### config.mk
export PLATFORM = sky130hd
export DESIGN_NAME = block_tape_controller_registers_flat
export DESIGN_NICKNAME = d
export VERILOG_FILES = /design/src/design/btc_pkg.sv /design/src/design/btc_if.sv /design/src/design/block_tape_controller_registers.sv /design/src/design/btc_core.sv /design/src/flat_wrapper.sv
export VERILOG_INCLUDE_DIRS = /design/src /design/src/design
export SDC_FILE = /design/constraint.sdc
export NUM_CORES = 1
export LEC_CHECK = 0
export ABC_AREA = 1
export BUFFER_PORTS_ARGS = -buffer_cell sky130_fd_sc_hd__buf_2
export CORE_MARGIN = 2
export CORE_UTILIZATION = 35
export CTS_BUF_LIST = sky130_fd_sc_hd__clkbuf_4 sky130_fd_sc_hd__clkbuf_8
export CTS_CLUSTER_DIAMETER = 150
export DETAILED_ROUTE_END_ITERATION = 6
export GPL_TIMING_DRIVEN = 0
export PLACE_DENSITY = 0.6
export SYNTH_ARGS = -nofsm -noshare
export SYNTH_HDL_FRONTEND = slang
export SYNTH_SLANG_ARGS = --single-unit
### constraint.sdc
create_clock -name clk -period 6.7 [get_ports clk]
set_input_delay 1.34 -clock clk [delete_from_list [all_inputs] [get_ports clk]]
set_output_delay 1.34 -clock clk [all_outputs]
set_load 0.05 [all_outputs]
### src/design/block_tape_controller_registers_macros.svh
// ----------------------------------------------------------------------------
// Tape controller register file assertion macros
// Clocked property checks, switched off together by ASSERT_OFF.
// ----------------------------------------------------------------------------
`ifndef BLOCK_TAPE_CONTROLLER_REGISTERS_MACROS_SVH
`define BLOCK_TAPE_CONTROLLER_REGISTERS_MACROS_SVH

`ifndef ASSERT_OFF
// check while out of reset
`define BTC_ASSERT(label, prop) \
    label: assert property (@(posedge clk) disable iff (!rst_n) prop) \
        else $error("btc assertion failed");
// check at every edge, reset included
`define BTC_ASSERT_ALWAYS(label, prop) \
    label: assert property (@(posedge clk) prop) \
        else $error("btc assertion failed");
`else
`define BTC_ASSERT(label, prop)
`define BTC_ASSERT_ALWAYS(label, prop)
`endif

`endif

### src/design/btc_pkg.sv
// ----------------------------------------------------------------------------
// Tape controller register file package
// Register bit masks, codes and the state and result types.
// ----------------------------------------------------------------------------
package btc_pkg;

    localparam int BLOCK_WORDS = 256;
    localparam int BLOCK_BYTES = 2 * BLOCK_WORDS;
    localparam int ROOM_W      = 16 + $clog2(BLOCK_BYTES);

    localparam logic [15:0] NUM_BLOCKS_RESET = 16'd578;

    localparam logic [15:0] CM_GO   = 16'h0001;
    localparam logic [15:0] CM_IE   = 16'h0040;
    localparam logic [15:0] CM_DONE = 16'h0080;
    localparam logic [15:0] CM_DIR  = 16'h0800;
    localparam logic [15:0] CM_ERR  = 16'h8000;

    localparam logic [15:0] ST_END  = 16'h8000;
    localparam logic [15:0] ST_ILO  = 16'h1000;
    localparam logic [15:0] ST_UPS  = 16'h0080;
    localparam logic [15:0] ST_ERRS = ST_END | ST_ILO;

    typedef enum logic
    {
        OP_READ  = 1'b0,
        OP_WRITE = 1'b1
    } op_t;

    typedef enum logic [2:0]
    {
        REG_STATUS  = 3'd0,
        REG_COMMAND = 3'd1,
        REG_COUNT   = 3'd2,
        REG_ADDRESS = 3'd3,
        REG_DATA    = 3'd4
    } reg_index_t;

    typedef enum logic [2:0]
    {
        FN_STOP         = 3'd0,
        FN_SEARCH       = 3'd1,
        FN_READ         = 3'd2,
        FN_READ_ALL     = 3'd3,
        FN_SSEL         = 3'd4,
        FN_WRITE_ALL    = 3'd5,
        FN_WRITE        = 3'd6,
        FN_WRITE_TIMING = 3'd7
    } func_t;

    typedef struct packed
    {
        logic [15:0] status;
        logic [15:0] command;
        logic [15:0] word_count;
        logic [15:0] bus_address;
        logic [15:0] data;
        logic [15:0] head_block;
        logic        irq;
    } ctl_state_t;

    typedef struct packed
    {
        logic [15:0] read_data;
        logic        irq;
        logic        dma_request;
        logic        dma_to_memory;
        logic [15:0] dma_block;
        logic [15:0] dma_bus_address;
        logic [16:0] dma_bytes;
    } result_t;

endpackage

### src/design/btc_if.sv
// ----------------------------------------------------------------------------
// Tape controller register file channels
// Valid/ready channels for bus access beats and result beats.
// ----------------------------------------------------------------------------
interface btc_access_if;
    logic        valid;
    logic        ready;
    logic        op;
    logic [2:0]  reg_index;
    logic [15:0] write_data;
    logic        dma_error;

    modport source (output valid, output op, output reg_index, output write_data,
                    output dma_error, input ready);
    modport sink (input valid, input op, input reg_index, input write_data,
                  input dma_error, output ready);
endinterface

interface btc_result_if;
    logic        valid;
    logic        ready;
    logic [15:0] read_data;
    logic        irq;
    logic        dma_request;
    logic        dma_to_memory;
    logic [15:0] dma_block;
    logic [15:0] dma_bus_address;
    logic [16:0] dma_bytes;

    modport source (output valid, output read_data, output irq, output dma_request,
                    output dma_to_memory, output dma_block, output dma_bus_address,
                    output dma_bytes, input ready);
    modport sink (input valid, input read_data, input irq, input dma_request,
                  input dma_to_memory, input dma_block, input dma_bus_address,
                  input dma_bytes, output ready);
endinterface

### src/design/block_tape_controller_registers.sv
// A result beat appears in the cycle after its access beat is taken.
// Throughput: one access beat per cycle while the result register drains, set by that single register.
// Reset (rst_n low, asynchronous): registers take their power-on values,
// the tape size returns to 578 blocks and the result register empties.
// ----------------------------------------------------------------------------
// Tape controller register file
// Bus register file of a block-addressed tape controller with DMA requests.
// ----------------------------------------------------------------------------
`include "block_tape_controller_registers_macros.svh"

module block_tape_controller_registers
(
    input  logic         clk,
    input  logic         rst_n,
    input  logic         cfg_write_en,
    input  logic [15:0]  cfg_write_data,
    btc_access_if.sink   access,
    btc_result_if.source result
);
    import btc_pkg::*;

    ctl_state_t  state_reg;
    ctl_state_t  state_next;
    result_t     result_reg;
    result_t     result_next;
    logic        result_valid_reg;
    logic [15:0] num_blocks_reg;
    logic        accept;

    assign access.ready = !result_valid_reg || result.ready;
    assign accept       = access.valid && access.ready;

    btc_core u_core
    (
        .cur        (state_reg),
        .num_blocks (num_blocks_reg),
        .op         (access.op),
        .reg_index  (access.reg_index),
        .write_data (access.write_data),
        .dma_error  (access.dma_error),
        .nxt        (state_next),
        .res        (result_next)
    );

    always_ff @(posedge clk or negedge rst_n)
    begin
        if (!rst_n)
        begin
            state_reg.status      <= ST_UPS;
            state_reg.command     <= CM_DONE;
            state_reg.word_count  <= 16'd0;
            state_reg.bus_address <= 16'd0;
            state_reg.data        <= 16'd0;
            state_reg.head_block  <= 16'd0;
            state_reg.irq         <= 1'b0;
            num_blocks_reg        <= NUM_BLOCKS_RESET;
            result_valid_reg      <= 1'b0;
        end
        else
        begin
            if (cfg_write_en)
            begin
                num_blocks_reg <= cfg_write_data;
            end
            if (accept)
            begin
                state_reg        <= state_next;
                result_valid_reg <= 1'b1;
            end
            else if (result.ready)
            begin
                result_valid_reg <= 1'b0;
            end
        end
    end

    // hold the payload until the next beat is taken
    always_ff @(posedge clk)
    begin
        if (accept)
        begin
            result_reg <= result_next;
        end
    end

    assign result.valid           = result_valid_reg;
    assign result.read_data       = result_reg.read_data;
    assign result.irq             = result_reg.irq;
    assign result.dma_request     = result_reg.dma_request;
    assign result.dma_to_memory   = result_reg.dma_to_memory;
    assign result.dma_block       = result_reg.dma_block;
    assign result.dma_bus_address = result_reg.dma_bus_address;
    assign result.dma_bytes       = result_reg.dma_bytes;

    `BTC_ASSERT_ALWAYS(a_cmd_go_clear, !state_reg.command[0])
    `BTC_ASSERT(a_accept_fills, accept |=> result_valid_reg)
    `BTC_ASSERT(a_dma_no_read_data, (result.valid && result.dma_request) |-> (result.read_data == 16'd0))
    `BTC_ASSERT(a_dma_clears_count, (result.valid && result.dma_request) |-> (state_reg.word_count == 16'd0))

endmodule

### src/design/btc_core.sv
// ----------------------------------------------------------------------------
// Tape controller access decode
// Next register state and result of one bus access, including command execution.
// ----------------------------------------------------------------------------
module btc_core
(
    input  btc_pkg::ctl_state_t cur,
    input  logic [15:0]         num_blocks,
    input  logic                op,
    input  logic [2:0]          reg_index,
    input  logic [15:0]         write_data,
    input  logic                dma_error,
    output btc_pkg::ctl_state_t nxt,
    output btc_pkg::result_t    res
);
    import btc_pkg::*;

    func_t                 fn;
    logic [15:0]           cm;
    logic [15:0]           st;
    logic [15:0]           words;
    logic [16:0]           bytes;
    logic [15:0]           room;
    logic [ROOM_W-1:0]     room_bytes;
    logic                  head_below;
    logic                  in_bounds;
    logic                  fwd_ok;
    logic [15:0]           head_new;
    logic [15:0]           cm_done;

    function automatic logic cm_dir_set(input logic [15:0] v);
        return (v & CM_DIR) != 16'd0;
    endfunction

    always_comb
    begin
        fn         = func_t'(write_data[3:1]);
        words      = 16'(16'd0 - cur.word_count);
        bytes      = {words, 1'b0};
        head_below = cur.head_block < num_blocks;
        room       = 16'(num_blocks - cur.head_block);
        room_bytes = ROOM_W'(room) * ROOM_W'(BLOCK_BYTES);
        in_bounds  = head_below && (ROOM_W'(bytes) <= room_bytes);
        fwd_ok     = (17'(cur.head_block) + 17'd1) < {1'b0, num_blocks};
        if ((cm_dir_set(write_data)))
        begin
            head_new = (cur.head_block != 16'd0) ? 16'(cur.head_block - 16'd1)
                                                 : cur.head_block;
        end
        else
        begin
            head_new = fwd_ok ? 16'(cur.head_block + 16'd1) : cur.head_block;
        end
    end

    always_comb
    begin
        nxt     = cur;
        res     = '0;
        cm      = write_data & ~(CM_DONE | CM_ERR);
        st      = cur.status & ~ST_ERRS;
        cm_done = (cm & ~CM_GO) | CM_DONE;
        if (op_t'(op) == OP_WRITE)
        begin
            case (reg_index_t'(reg_index))
                REG_COMMAND:
                begin
                    if ((write_data & CM_GO) != 16'd0)
                    begin
                        case (fn)
                            FN_SEARCH:
                            begin
                                nxt.head_block = head_new;
                                nxt.data       = head_new;
                            end
                            FN_READ, FN_WRITE:
                            begin
                                st = st | ST_UPS;
                                if (in_bounds)
                                begin
                                    res.dma_request     = 1'b1;
                                    res.dma_to_memory   = (fn == FN_READ);
                                    res.dma_block       = cur.head_block;
                                    res.dma_bus_address = cur.bus_address;
                                    res.dma_bytes       = bytes;
                                end
                                nxt.bus_address = 16'(cur.bus_address + bytes[15:0]);
                                nxt.word_count  = 16'd0;
                                if (!in_bounds || dma_error)
                                begin
                                    st = st | ST_END;
                                end
                            end
                            FN_STOP, FN_SSEL:
                            begin
                                st = st;
                            end
                            default:
                            begin
                                st = st | ST_ILO;
                            end
                        endcase
                        nxt.status  = st;
                        nxt.command = ((st & ST_ERRS) != 16'd0) ? (cm_done | CM_ERR)
                                                                : (cm_done & ~CM_ERR);
                        nxt.irq     = (cm & CM_IE) != 16'd0;
                    end
                    else
                    begin
                        nxt.command = write_data & ~CM_DONE;
                        nxt.irq     = 1'b0;
                    end
                end
                REG_COUNT:   nxt.word_count  = write_data;
                REG_ADDRESS: nxt.bus_address = write_data;
                REG_DATA:    nxt.data        = write_data;
                default:     nxt = cur;
            endcase
        end
        else
        begin
            case (reg_index_t'(reg_index))
                REG_STATUS:  res.read_data = cur.status;
                REG_COMMAND:
                begin
                    nxt.command   = {(cur.status & ST_ERRS) != 16'd0, cur.command[14:0]};
                    res.read_data = nxt.command;
                end
                REG_COUNT:   res.read_data = cur.word_count;
                REG_ADDRESS: res.read_data = cur.bus_address;
                REG_DATA:    res.read_data = cur.data;
                default:     res.read_data = 16'd0;
            endcase
        end
        res.irq = nxt.irq;
    end

endmodule

### src/flat_wrapper.sv
// flat-port wrapper written by rule: the top's interface ports become plain ports
module block_tape_controller_registers_flat import btc_pkg::*;
  (clk, rst_n, cfg_write_en, cfg_write_data, access_valid, access_op, access_reg_index, access_write_data, access_dma_error, access_ready, result_valid, result_read_data, result_irq, result_dma_request, result_dma_to_memory, result_dma_block, result_dma_bus_address, result_dma_bytes, result_ready);
  btc_access_if access_i ();
  btc_result_if result_i ();
  input  logic clk;
  input  logic rst_n;
  input  logic cfg_write_en;
  input  logic [15:0] cfg_write_data;
  input wire logic [$bits(access_i.valid)-1:0] access_valid;
  input wire logic [$bits(access_i.op)-1:0] access_op;
  input wire logic [$bits(access_i.reg_index)-1:0] access_reg_index;
  input wire logic [$bits(access_i.write_data)-1:0] access_write_data;
  input wire logic [$bits(access_i.dma_error)-1:0] access_dma_error;
  output wire logic [$bits(access_i.ready)-1:0] access_ready;
  output wire logic [$bits(result_i.valid)-1:0] result_valid;
  output wire logic [$bits(result_i.read_data)-1:0] result_read_data;
  output wire logic [$bits(result_i.irq)-1:0] result_irq;
  output wire logic [$bits(result_i.dma_request)-1:0] result_dma_request;
  output wire logic [$bits(result_i.dma_to_memory)-1:0] result_dma_to_memory;
  output wire logic [$bits(result_i.dma_block)-1:0] result_dma_block;
  output wire logic [$bits(result_i.dma_bus_address)-1:0] result_dma_bus_address;
  output wire logic [$bits(result_i.dma_bytes)-1:0] result_dma_bytes;
  input wire logic [$bits(result_i.ready)-1:0] result_ready;
  assign access_i.valid = access_valid;
  assign access_i.op = access_op;
  assign access_i.reg_index = access_reg_index;
  assign access_i.write_data = access_write_data;
  assign access_i.dma_error = access_dma_error;
  assign access_ready = access_i.ready;
  assign result_valid = result_i.valid;
  assign result_read_data = result_i.read_data;
  assign result_irq = result_i.irq;
  assign result_dma_request = result_i.dma_request;
  assign result_dma_to_memory = result_i.dma_to_memory;
  assign result_dma_block = result_i.dma_block;
  assign result_dma_bus_address = result_i.dma_bus_address;
  assign result_dma_bytes = result_i.dma_bytes;
  assign result_i.ready = result_ready;
  block_tape_controller_registers u_core (.clk(clk), .rst_n(rst_n), .cfg_write_en(cfg_write_en), .cfg_write_data(cfg_write_data), .access(access_i), .result(result_i));
endmodule
**Word-level counts from Yosys, hierarchy flattened**

Index checks and enable logic that the tools add are counted.

- Bits in registers: 181
- Input bits: 42
- Output and inout port bits: 70
- Word-level logic and storage cells: 92

- $add $sub $neg: 6
- Order comparisons: 3
- Equality and inequality tests: 14
- Mux-type cells: 24
- Reduce and logical (&&, ||, !) cells: 26

Operators with widths:

| cell | number |
|---|---|
| one-hot mux 16 bit (2 select lines) | 4 |
| 2-to-1 mux 16 bit | 7 |
| one-hot mux 16 bit (5 select lines) | 1 |
| 2-to-1 mux 32 bit | 2 |
| 2-to-1 mux 64 bit | 1 |
| 2-to-1 mux 51 bit | 1 |
| 2-to-1 mux 15 bit | 3 |
| nonzero test 16 bit | 2 |
| AND reduction 5 bit | 6 |
| less-or-equal comparator 17 x 25 -> 1 bit | 1 |
| adder 16 x 1 -> 17 bit, second input constant | 1 |
| < comparator 17 x 16 -> 1 bit | 1 |
| adder 16 x 1 -> 16 bit, second input constant | 1 |
| adder 16 bit | 1 |
| < comparator 16 bit | 1 |
| subtractor 1 x 16 -> 16 bit, first input constant | 1 |
| subtractor 16 x 1 -> 16 bit, second input constant | 1 |
| subtractor 16 bit | 1 |
| equality test 3 x 2 -> 1 bit, second input constant | 3 |
| equality test 3 bit, second input constant | 3 |
| AND reduction 4 bit | 2 |
| nonzero test 2 bit | 4 |
| equality test 3 x 1 -> 1 bit, second input constant | 2 |
| logical NOT 3 bit | 2 |
| other kinds (13) | 21 |

**Logic depth before layout (Yosys ltp)**

- Depth in word-level cells: 10
- Mapped depth: 25
- Mapped depth without buffers: 25

**Cells and area by module**

A second synthesis with hierarchy kept.

- Cells, all modules: 1697
- Area total of the unflattened synthesis: 12395.6 sq um

By module, submodules not included:

| module | instances | cells each | area an instance (sq um) | seq. area each (sq um) |
|---|---|---|---|---|
| block_tape_controller_registers | 1 | 560 | 6532.5 | 4901.0 |
| btc_core | 1 | 1137 | 5863.1 | 0.0 |

**Worst setup path before layout**

OpenSTA, ideal clock, no wires.

- Kind: input -> register
- Start point: input port result_ready
- End point: register u_core.state_reg[66] (netlist name)
- Setup time: 133 ps
- Data arrival time: 4293 ps
- Required time: 6567 ps
- Path slack: 2274 ps
- Cell stages on the path: 8
- Buffers on the path: 1
- Cells stage by stage: inv_1 nand2_1 nand2_1 inv_1 nand2_1 nor2_2 clkbuf_1 o21ai_0

- Longest elaborated chain between the ends: 3

Ends and longest elaborated chain:

| element | RTL line | text |
|---|---|---|
| from (decl) | flat_wrapper.sv:24 | `input wire logic [$bits(result_i.ready)-1:0] result_ready;` |
| logical OR 1 bit | block_tape_controller_registers.sv:30 | `assign access.ready = !result_valid_reg \|\| result.ready;` |
| net access_ready | flat_wrapper.sv:15 | `output wire logic [$bits(access_i.ready)-1:0] access_ready;` |
| logical AND 1 bit | block_tape_controller_registers.sv:31 | `assign accept = access.valid && access.ready;` |
| net u_core.accept | block_tape_controller_registers.sv:28 | `logic accept;` |
| AND reduction 3 bit (no source line) | - |  |
| to (signal assigned) | block_tape_controller_registers.sv:67 | `state_reg <= state_next;` |
| to (decl) | block_tape_controller_registers.sv:22 | `ctl_state_t state_reg;` |

The timed path passes the listed nets, and every way through them passes these cells.
A chain may end at the register's enable or synchronous reset.

**Final worst setup path**

- Start point: register u_core.state_reg[5] (netlist name)
- End point: register u_core.result_reg, in the netlist u_core.result.dma_block[0] (data pin)

- Longest elaborated chain between the ends: 4
- Elaborated cells on any way between the ends: 5
- Those cells by class: add/sub: 1; order compare: 2; reduce/logical: 2

Ends and longest elaborated chain:

| element | RTL line | text |
|---|---|---|
| subtractor 16 bit | btc_core.sv:41 | `room = 16'(num_blocks - cur.head_block);` |
| less-or-equal comparator 17 x 25 -> 1 bit | btc_core.sv:43 | `in_bounds = head_below && (ROOM_W'(bytes) <= room_bytes);` |
| logical AND 1 bit * | btc_core.sv:43 |  |
| AND reduction 5 bit (no source line) * | - |  |
| to (signal assigned) | block_tape_controller_registers.sv:82 | `result_reg <= result_next;` |
| to (decl) | block_tape_controller_registers.sv:24 | `result_t result_reg;` |

Every way passes the cells marked *; elsewhere a longest branch is shown, timed or not.

==> results_dict.tcl <==
set metrics [dict create \
    run_status "complete, no violations" \
    synth_edf_count 67 \
    nNetsFinal 1584 \
    finalClockSkew_ns 0.0239 \
    maximum_vdd_ir_drop_mv 0.120 \
    cp_data_required_time_ns 7.03 \
    route.detailed.vias_per_inst 5.11 \
    clock_sink_count 166 \
    finalHoldViolCount 0 \
    groute.layer.met1.usage_pct 28.5 \
    total_overflow_reported_by_the_global_router 0 \
    clk_path_buf_depth 2 \
    synth_ff_type "sky130_fd_sc_hd__dfrtp_1" \
    place_congestion 0.978 \
    tritoncts "done" \
    average_wire_per_standard_cell_um 17.5 \
    drt_wl_total_mm 33.1 \
    chipHeight_um 179 \
    endpoint_kind "flip-flop" \
    antenna_nets_post_route 0 \
    synth.net_count 1457 \
    area_growth_syn_to_layout_pct 13.6 \
    dpl-instance-area_um2 11800 \
    layout.filler_cells 3142 \
    worstMarginPinSlew_ns 0.895 \
    tritoncts.num_buffers 17 \
    yosysUniqueCellTypes 55 \
    clock-root-buffer "sky130_fd_sc_hd__clkbuf_8" \
    number_of_global_route_vias_before_repair 9246 \
    setup_repair_after_global_routing_missed_its_margin "false" \
    synth.yosys.warnings 0 \
    insertion_delay_ns 0.49 \
    cts-resized-gates 0 \
    power.density_cell_area_nw_per_um2 297 \
    number_of_top_level_pins 112 \
    synthesized_instance_count 1355 \
    first_pass_grt_wire_length_mm 51.6 \
    crit_type "flip-flop to flip-flop" \
    area_enclosed_by_the_die_boundary_um2 32000 \
    maximum_frequency_from_static_timing_analysis_mhz 239 \
    antenna_found_initial 0 \
    floorplan.core_area_um2 30300 \
    initial_cell_density_of_the_core_pct 35.3 \
    cts_htree_levels 4 \
    drc 0 \
    critPathLaunchType "flip-flop" \
    max-slew-margin-rel_pct 40.3 \
    globalRouteTotalUtil_pct 21.4 \
    share_of_async_settable_or_async_resettable_flops_after_synthesis_pct 59.6 \
    design_power_total_uw 3610 \
    firstDrtPassIters 5 \
    drtIter0Drc 810 \
    worst_hold_path_type "flip-flop to flip-flop" \
    pin_count_of_the_biggest_net_entering_global_routing 69 \
    busiest_layer "met2" \
    synth.avg_cell_area_um2 7.90 \
    post-route-min-period_ns 4.18 \
    yosysSeqAreaShare_pct 42.0 \
    port-buffer-count 107 \
    layout_commonest_cell "sky130_fd_sc_hd__nand2_1" \
    path_max_fanout 10 \
    setup_tns_ns 0 \
    cts.repair_timing.setup_buffer_count 0 \
    hpwlAfterDp_mm 26.4 \
    finish.instance_area_um2 12200 \
    finalSetupViolCount 0 \
    timing.final.crit_share_pct 62.4 \
    final_core_utilization_pct 40.1 \
    worstPathArrival_ns 4.51 \
    grt.met3_usage_pct 3.77 \
    core.rowCount 64 \
    groute.layer.met2.usage_pct 34.4 \
    dieWidth_um 179 \
    post_cts_hold_buffer_count 0 \
    diodes 0 \
    timing.max_cap.violations 0 \
    largest_register_ffs 82 \
    standby_leakage_power_uw 0.00576 \
    layout.cells.most_common_list "sky130_fd_sc_hd__nand2_1 (282), sky130_fd_sc_hd__inv_1 (186), sky130_fd_sc_hd__buf_2 (118), sky130_fd_sc_hd__nor2_1 (117)" \
    clkSlewWorstSetupHoldPaths_ns 0.09 \
    finalMaxSlewViolations 0 \
    syn_area_um2 10700 \
    yosys_register_bits 166 \
    drive_gt1_share_pct 17.7 \
    num_vias 9658 \
]
==> where the power goes <==
part           internal, µW  leakage, µW  switching (µW)
combinational           499      0.00375            1010
sequential             1220      0.00180             117
clock                   344     0.000196             416
==> per-layer routing <==
metal  part of all wire, %  wire, µm
met5                     0         0
met4                   3.6      1200
met3                   6.0      2000
met2                    46     15200
met1                    45     14800
==> cell type report <==
type | count | area [µm²] | area share [%]
multi-input combinational | 947 | 5230 | 43.0
sequential | 166 | 4500 | 37.0
inverter | 201 | 759 | 6.24
timing repair buffer | 108 | 566 | 4.65
tap | 396 | 495 | 4.07
clock buffer | 19 | 249 | 2.05
buffer | 41 | 229 | 1.88
clock inverter | 13 | 145 | 1.19
==> cells in the mapped netlist (3+ instances only) <==
cell,n,area (µm²)
sky130_fd_sc_hd__nand2_1,282,1060
sky130_fd_sc_hd__inv_1,187,702
sky130_fd_sc_hd__nor2_1,117,439
sky130_fd_sc_hd__dfrtp_1,94,2350
sky130_fd_sc_hd__nand3_1,94,470
sky130_fd_sc_hd__o21ai_0,94,470
sky130_fd_sc_hd__a21oi_1,85,425
sky130_fd_sc_hd__edfxtp_1,67,2010
sky130_fd_sc_hd__ha_1,58,726
sky130_fd_sc_hd__nor2_2,54,338
sky130_fd_sc_hd__o22ai_1,25,156
sky130_fd_sc_hd__nand4_1,22,138
sky130_fd_sc_hd__clkbuf_1,20,75.1
sky130_fd_sc_hd__xor2_1,16,140
sky130_fd_sc_hd__a221oi_1,13,114
sky130_fd_sc_hd__a22oi_1,13,97.6
sky130_fd_sc_hd__buf_2,12,60.1
sky130_fd_sc_hd__inv_2,11,41.3
sky130_fd_sc_hd__nor3_1,10,50.1
sky130_fd_sc_hd__buf_6,5,56.3
sky130_fd_sc_hd__dfstp_2,5,131
sky130_fd_sc_hd__nand2_2,5,31.3
sky130_fd_sc_hd__nand3_2,5,50.1
sky130_fd_sc_hd__nor2_4,5,56.3
sky130_fd_sc_hd__xnor2_1,5,43.8
sky130_fd_sc_hd__a21oi_2,4,35.0
sky130_fd_sc_hd__buf_4,3,22.5
sky130_fd_sc_hd__nand3b_1,3,22.5
sky130_fd_sc_hd__nor3_2,3,30.0
==> worst paths after layout <==
path	slack [ns]	cells past startpoint	endpoint	startpoint
worst max-delay path	2.52	22	u_core.result.dma_block[0]	u_core.state_reg[5]
min in group asynchronous	0.85	1	u_core.state_reg[15]	rst_n
worst min register to register	0.49	2	u_core.state_reg[0]	u_core.state_reg[0]
worst min-delay path	0.49	2	u_core.state_reg[0]	u_core.state_reg[0]
worst max register to register	2.52	22	u_core.result.dma_block[0]	u_core.state_reg[5]
max in group asynchronous	5.06	2	u_core.state_reg[88]	rst_n
==> worst max-delay path: stages (launching register included) <==
cell and delay [ns]:
sky130_fd_sc_hd__dfrtp_1 0.33, sky130_fd_sc_hd__buf_2 0.20, sky130_fd_sc_hd__clkinv_1 0.34, sky130_fd_sc_hd__ha_1 0.47
sky130_fd_sc_hd__a21oi_1 0.27, sky130_fd_sc_hd__nor2_1 0.07, sky130_fd_sc_hd__nor2_1 0.10, sky130_fd_sc_hd__nand2_1 0.16
sky130_fd_sc_hd__xnor2_1 0.17, sky130_fd_sc_hd__ha_1 0.29, sky130_fd_sc_hd__nand2_1 0.06, sky130_fd_sc_hd__inv_1 0.05
sky130_fd_sc_hd__nand3_1 0.09, sky130_fd_sc_hd__nor2_1 0.23, sky130_fd_sc_hd__nand2_1 0.07, sky130_fd_sc_hd__nor2_1 0.10
sky130_fd_sc_hd__nand4_1 0.21, sky130_fd_sc_hd__nand3_1 0.15, sky130_fd_sc_hd__nor2_1 0.07, sky130_fd_sc_hd__nand3_2 0.10
sky130_fd_sc_hd__nand3_4 0.15, sky130_fd_sc_hd__buf_6 0.22, sky130_fd_sc_hd__nor2_2 0.13
==> through the flow <==
| stage | instances | hold slack (ns) | setup WS (ns) |
|---|---|---|---|
| floorplan | 1355 | 0.448 | 2.27 |
| global placement | 1858 | 0.465 | 1.38 |
| detailed placement | 1859 | 0.467 | 2.57 |
| CTS | 1891 | 0.491 | 2.53 |
| global route | 1891 | 0.530 | 2.10 |
| finish | 1891 | 0.488 | 2.52 |
==> cells by family after synthesis <==
kind of cell / Yosys count / synth area share (%)
buffers and inverters: 242 / 9.21
multiplexers: 2 / 0.210
AND/OR/NAND/NOR: 612 / 26.3
adder cells (fa/ha/maj): 60 / 7.15
AO/OA/AOI/OAI: 251 / 13.4
flip-flops: 166 / 42.0
XOR/XNOR: 21 / 1.72
other: 1 / 0.0350
Power figures use the tool's default switching activity.
